`src/hdl/sbc_pkg.sv`:
```
// sbc_pkg: shared widths, the pipeline side-band struct and the square root step
// for the sphere versus box contact pipeline
// no dependencies
`default_nettype none

package sbc_pkg;

  localparam int FracBitsDef = 16;
  localparam int CoordW      = 32;
  localparam int RadW        = 31;
  localparam int NormW       = 18;
  localparam int DepthW      = 31;
  localparam int InTdataW    = 320;
  localparam int OutTdataW   = 184;
  localparam int SqW         = 64;
  localparam int SqSteps     = 32;

  // data that rides along with an item through the pipeline
  typedef struct packed {
    logic [2:0][CoordW-1:0] c;
    logic [RadW-1:0]        r;
    logic                   hit;
    logic                   outside;
    logic [2:0]             neg;
    logic [2:0][RadW-1:0]   mag;
    logic [1:0]             axis;
    logic                   face_pos;
    logic [DepthW-1:0]      depth;
  } side_t;

  // remainder and partial root of the bitwise square root
  typedef struct packed {
    logic [SqW-1:0] v;
    logic [SqW-1:0] res;
  } root_t;

  // one step of the digit-by-digit square root
  function automatic root_t root_step(root_t x, logic [SqW-1:0] bit_val);
    root_t          y;
    logic [SqW-1:0] t;
    t = x.res + bit_val;
    if (x.v >= t) begin
      y.v   = x.v - t;
      y.res = (x.res >> 1) + bit_val;
    end else begin
      y.v   = x.v;
      y.res = x.res >> 1;
    end
    return y;
  endfunction

endpackage

`default_nettype wire

```
`src/hdl/sbc_back.sv`:
```
// sbc_back: normal selection, normal times radius, rounding and point saturation
// depends on sbc_pkg
`default_nettype none

module sbc_back
  import sbc_pkg::*;
#(
  parameter int FRAC_BITS = FracBitsDef
) (
  input  wire logic                    clk_i,
  input  wire logic                    rst_ni,
  input  wire logic                    en_i,
  input  wire logic                    valid_i,
  input  wire side_t                   side_i,
  input  wire logic [2:0][FRAC_BITS:0] quo_i,
  output logic                         valid_o,
  output logic                         overlap_o,
  output logic [2:0][NormW-1:0]        normal_o,
  output logic [DepthW-1:0]            depth_o,
  output logic [2:0][CoordW-1:0]       point_o
);

  localparam int QW = FRAC_BITS + 1;
  localparam int PW = QW + RadW;
  localparam int XW = (QW + 1 > NormW) ? QW + 1 : NormW;
  localparam logic [QW-1:0] One  = QW'(1) << FRAC_BITS;
  localparam logic [PW-1:0] Half = PW'(1) << (FRAC_BITS - 1);

  logic [1:0]          vld_q;
  logic [QW-1:0]       m_d [3];
  logic [2:0]          sg_d;
  logic [QW-1:0]       m_q [3];
  logic [2:0]          sg_q;
  logic [PW-1:0]       prod_q [3];
  side_t               sd_q;

  logic [PW-1:0]       rsum [3];
  logic [CoordW-1:0]   rnd [3];
  logic signed [CoordW+1:0] pw [3];
  logic signed [XW-1:0] nx [3];

  logic                      ovl_q;
  logic [2:0][NormW-1:0]     nrm_q, nrm_d;
  logic [DepthW-1:0]         dep_q;
  logic [2:0][CoordW-1:0]    pt_q, pt_d;

  always_ff @(posedge clk_i or negedge rst_ni) begin
    if (!rst_ni) begin
      vld_q <= '0;
    end else if (en_i) begin
      vld_q <= {vld_q[0], valid_i};
    end
  end

  // normal magnitude and sign: divided gap outside, face axis inside
  always_comb begin
    for (int k = 0; k < 3; k++) begin
      if (side_i.outside) begin
        m_d[k]  = quo_i[k];
        sg_d[k] = side_i.neg[k];
      end else if (side_i.axis == 2'(k)) begin
        m_d[k]  = One;
        sg_d[k] = !side_i.face_pos;
      end else begin
        m_d[k]  = '0;
        sg_d[k] = 1'b0;
      end
    end
  end

  always_ff @(posedge clk_i) begin
    if (en_i) begin
      for (int k = 0; k < 3; k++) begin
        prod_q[k] <= PW'(m_d[k]) * PW'(side_i.r);
      end
      m_q  <= m_d;
      sg_q <= sg_d;
      sd_q <= side_i;
    end
  end

  // round the offset, move the center and saturate
  always_comb begin
    for (int k = 0; k < 3; k++) begin
      rsum[k] = prod_q[k] + Half;
      rnd[k]  = CoordW'(rsum[k] >> FRAC_BITS);
      if (sg_q[k]) begin
        pw[k] = $signed({sd_q.c[k][CoordW-1], sd_q.c[k][CoordW-1], sd_q.c[k]})
              + $signed({2'b00, rnd[k]});
        nx[k] = -$signed(XW'(m_q[k]));
      end else begin
        pw[k] = $signed({sd_q.c[k][CoordW-1], sd_q.c[k][CoordW-1], sd_q.c[k]})
              - $signed({2'b00, rnd[k]});
        nx[k] = $signed(XW'(m_q[k]));
      end
      if (pw[k] > $signed({3'b000, {(CoordW-1){1'b1}}})) begin
        pt_d[k] = {1'b0, {(CoordW-1){1'b1}}};
      end else if (pw[k] < $signed({3'b111, {(CoordW-1){1'b0}}})) begin
        pt_d[k] = {1'b1, {(CoordW-1){1'b0}}};
      end else begin
        pt_d[k] = pw[k][CoordW-1:0];
      end
      nrm_d[k] = nx[k][NormW-1:0];
    end
  end

  always_ff @(posedge clk_i) begin
    if (en_i) begin
      ovl_q <= sd_q.hit;
      nrm_q <= sd_q.hit ? nrm_d : '0;
      dep_q <= sd_q.hit ? sd_q.depth : '0;
      pt_q  <= sd_q.hit ? pt_d : '0;
    end
  end

  assign valid_o   = vld_q[1];
  assign overlap_o = ovl_q;
  assign normal_o  = nrm_q;
  assign depth_o   = dep_q;
  assign point_o   = pt_q;

endmodule

`default_nettype wire

```
`config.mk`:
```
export PLATFORM = sky130hd
export DESIGN_NAME = sbc_back
export DESIGN_NICKNAME = d
export VERILOG_FILES = /design/src/hdl/sbc_pkg.sv /design/src/hdl/sbc_back.sv
export SDC_FILE = /design/constraint.sdc
export NUM_CORES = 2
export LEC_CHECK = 0
export BUFFER_PORTS_ARGS = -buffer_cell sky130_fd_sc_hd__buf_4
export CAP_MARGIN = 20
export CORE_UTILIZATION = 58
export CTS_CLUSTER_SIZE = 25
export DETAILED_ROUTE_END_ITERATION = 8
export PLACE_DENSITY = 0.8
export SLEW_MARGIN = 20
export SYNTH_ARGS = -nofsm -noshare
export SYNTH_HDL_FRONTEND = slang
export SYNTH_SLANG_ARGS = --single-unit
```
`constraint.sdc`:
```
create_clock -name clk_i -period 6.2 [get_ports clk_i]
set_clock_uncertainty 0.2 [all_clocks]
set_input_delay 1.24 -clock clk_i [delete_from_list [all_inputs] [get_ports clk_i]]
set_output_delay 1.24 -clock clk_i [all_outputs]
set_load 0.02 [all_outputs]
```
==> summary.md <==
| Metric | Value |
|---|---|
| Status | `finished with violations` |
| Failing checks | `setup timing` |
| Largest net degree at the start of global routing | `approximately 120` |
| Initial antenna violation count | `17` |
| Area of the core | `about 130000 um^2` |
| Final hold vios | `0` |
| Min cycle time layout | `7.425 ns` |
| DR DRC count | `0` |
| Global-route wire length before repair | `357000 um` |
| Die X | `roughly 360 um` |
| Clock Tree Root | `clkbuf_16` |
| Reg clk slew, reported paths | `0.06 ns` |
| Synth cell types | `93` |
| CP Data Required Time | `roughly 6.4 ns` |
| Layout cell share with drive strength beyond 1 | `0.2217` |
| Design Power | `48.57 mW` |
| CTS H-tree lvls | `2` |
| Slew Limit Headroom | `0.2326` |
| CTS tree | `built` |
| Detailed-placement wirelength estimate | `181400 um` |
| Peak VDD IR | `0.0007973 V` |
| Via Count | `63020` |
| Worst hold-check path type | `input port to async pin` |
| Placed Instances | `10620` |
| CTS Buf Count | `49` |
| CTS Sinks | `465` |
| Detail Route Antenna Nets | `0` |
| Nets | `~11000` |
| CP endpoint kind | `register` |
| Post-Synthesis Cells | `8099` |
| Final setup margin | `-1.225 ns` |
| Yosys warnings | `0` |
| Vias per cell | `between 5 and 6` |
| DR iter-0 viols | `6265` |
| Final slew viol count | `0` |
| Mux cell area share after synthesis | `0.002622` |
| Measured slew at the worst slew-check pin | `about 1.1 ns` |
| Adder-cell area share of the yosys netlist | `0.4226` |
| Count leader, synth | `inv_1` |
| Crit path DAT | `roughly 7.6 ns` |
| Final Cycle Share | `1.198` |
| Yosys top cell by area | `fa_1` |
| Syn_nets | `10180` |
| Synthesized area per cell | `9.308 um^2` |
| Final cell area excluding filler cells | `slightly above 90000 um^2` |
| Max Clk Rate | `0.1347 GHz` |
| Post-synth top area share | `0.3450` |
| Ranking of synthesized cells by area | `fa_1 34%, edfxtp_1 18%, ha_1 7.8%, inv_1 7.7%, nand2_1 5.9%` |
| Post-synth ARST share | `0.004301` |
| Fin cells | `10890` |
| Fill count | `8781` |
| Initial Utilization | `0.5881` |
| Total Wirelength | `233300 um` |
| Largest family of logic cells by synthesized area | `adder cells` |
| Yosys reg bits | `465` |
| DP Area | `86440 um^2` |
| Port buffer count | `403` |
| Die Ht | `between 300 and 400 um` |
| Number of global-route vias before repair | `65290` |
| Kind of critical path | `input port to register` |
| Sw power | `between 20 and 25 mW` |
| GRT Util Overall | `0.3479` |
| P&R area growth vs syn | `22.79%` |
| CP Launch Type | `input port` |
| Switching share of power | `0.4715` |
| Gate power share | `0.815` |
| GPL Wtd Cong | `approximately 0.98` |
| Power per cell area | `about 520 nW/um^2` |
| Number of synthesized flops with an enable pin | `approximately 460` |
| RSZ-0062 raised after global routing | `true` |
| Pint | `25.67 mW` |
| Main synth FF type | `edfxtp_1` |
| Post-synthesis xor/xnor area fraction | `0.04888` |
| Grt ovf | `0` |
| Static leakage | `approximately 44 nW` |
| Syn Std Cell Area | `75380 um^2` |
| R2r worst-path depth | `20` |
| Seq/Total Area, Yosys | `0.1851` |
| Pre-antenna DRT Iters | `6` |
| Reg power frac | `0.123` |
| Die ar. | `131400 um^2` |
| Final setup fails | `99` |
| Post-DR wirelength/cell | `21.42 um` |
| MaxCap Viol Count | `0` |
| CTS max path bufs | `3` |
| Num rows | `131` |
| Clk pwr share | `0.062` |
| Clk_lat worst skew | `0.65 ns` |
| Synth Area in Compound Gates | `0.07741` |
| Largest fanout on the critical path | `7` |
| Synth cell count leaders | `1544 x inv_1, 1299 x fa_1, 1184 x nand2_1` |
| Post-Synth Simple-Gate Area | `0.1617` |
| IO Pins | `about 500` |
==> critical path, cell delays in order <==
cell	delay, ns
buf_16	0.12
buf_12	0.13
buf_12	0.14
buf_12	0.13
buf_16	0.13
and2_4	0.17
buf_12	0.13
buf_16	0.13
nand2_4	0.07
fa_2	0.46
fa_2	0.56
fa_2	0.44
fa_1	0.57
fa_1	0.46
fa_1	0.54
inv_2	0.07
ha_4	0.23
a21o_1	0.16
a21o_1	0.18
a21oi_2	0.22
o21ai_4	0.13
a32oi_2	0.28
buf_4	0.19
a21oi_4	0.07
o21ai_4	0.21
o21ai_2	0.11
buf_4	0.15
xor2_2	0.13
==> cell usage in the layout (no fill, tap or decap), types with 176 or more instances in the layout <==
cell type	Yosys	final
edfxtp_1	463	463
and3_1	533	519
buf_4	2	1216
inv_1	1544	1479
xnor2_1	273	251
nand2_1	1184	1127
ha_1	468	423
fa_1	1299	1252
a21o_1	177	176
a21oi_1	257	209
nor2_1	221	204
==> power groups by stage <==
stage	logic, mW	registers [mW]	clock network [mW]
6_report	39.6	5.95	3.03
5_1_grt	42.5	6.03	3.17
4_1_cts	35.6	5.97	3.08
3_5_place_dp	32.0	6.03	0
3_3_place_gp	31.1	6.00	0
2_1_floorplan	19.2	6.05	0
==> logic make-up (layout without fill, tap and decap cells) <==
family          Yosys count  count (layout)
fa+ha+maj              1767            1767
buf+inv                2030            3079
mux                      19              19
xor+xnor                419             419
simple gates           2510            2510
other cells               0              11
compound gates          889             890
flops                   465             465
==> through the flow <==
step | TNS (ns) | setup slack [ns] | util | hold slack (ns)
floorplan | -90.07 | -1.447 | - | 0.2749
global placement | -150.73 | -1.960 | 0.6744 | 0.2840
detailed placement | -163.77 | -2.023 | 0.6744 | 0.2882
CTS | -68.63 | -1.006 | 0.7080 | 0.1595
global route | -99.27 | -1.307 | 0.7220 | 0.1781
finish | -87.37 | -1.225 | 0.7222 | 0.1972
==> sequential cells by signal (all words and copies together) (netlist names) <==
name       cells
overlap_o      1
point_o       96
depth_o       31
prod_q        99
normal_o      54
sg_q           3
m_q           51
sd_q         128
vld_q          2
==> repair_timing <==
item	4_1_cts	5_1_grt
buffers inserted	94	88
endpoints found under the setup margin	131	193
hold buffers	0	0
cloned	15	5
pin swaps	254	226
gates resized for setup	415	276
==> cell type report <==
class | instances | area (um^2) | share of cell area
Multi-Input combinational cell | 5605 | 56210 | 0.6073
Timing Repair Buffer | 1445 | 12780 | 0.1381
Sequential cell | 465 | 13950 | 0.1507
Clock inverter | 33 | 346.6 | 0.003744
Clock buffer | 57 | 1277 | 0.01380
Antenna cell | 11 | 27.53 | 0.0002974
Inverter | 1544 | 5796 | 0.06261
Tap cell | 1729 | 2163 | 0.02337
==> worst paths after layout <==
| path | slack, ns | to | from |
|---|---|---|---|
| max reg2reg | 0.12 | point_o[1] | prod_q[0][16] |
| min | 0.20 | vld_q[0] | rst_ni |
| max in group asynchronous | 5.51 | vld_q[1] | rst_ni |
| min in group clk_i | 0.31 | vld_q[1] | vld_q[0] |
| max | -1.22 | prod_q[0][94] | side_i[130] |
| min reg2reg | 0.31 | vld_q[1] | vld_q[0] |
==> metal layers <==
layer	up-vias	wire length [um]	global-route usage	share of wire
li1	27670	-	-	-
met4	12	11440	0.1426	0.049
met3	706	25830	0.08784	0.11
met1	31000	89270	0.4582	0.38
met2	3635	106700	0.5501	0.46
met5	-	77	0	0.00033
Power figures use the tool's default switching activity.
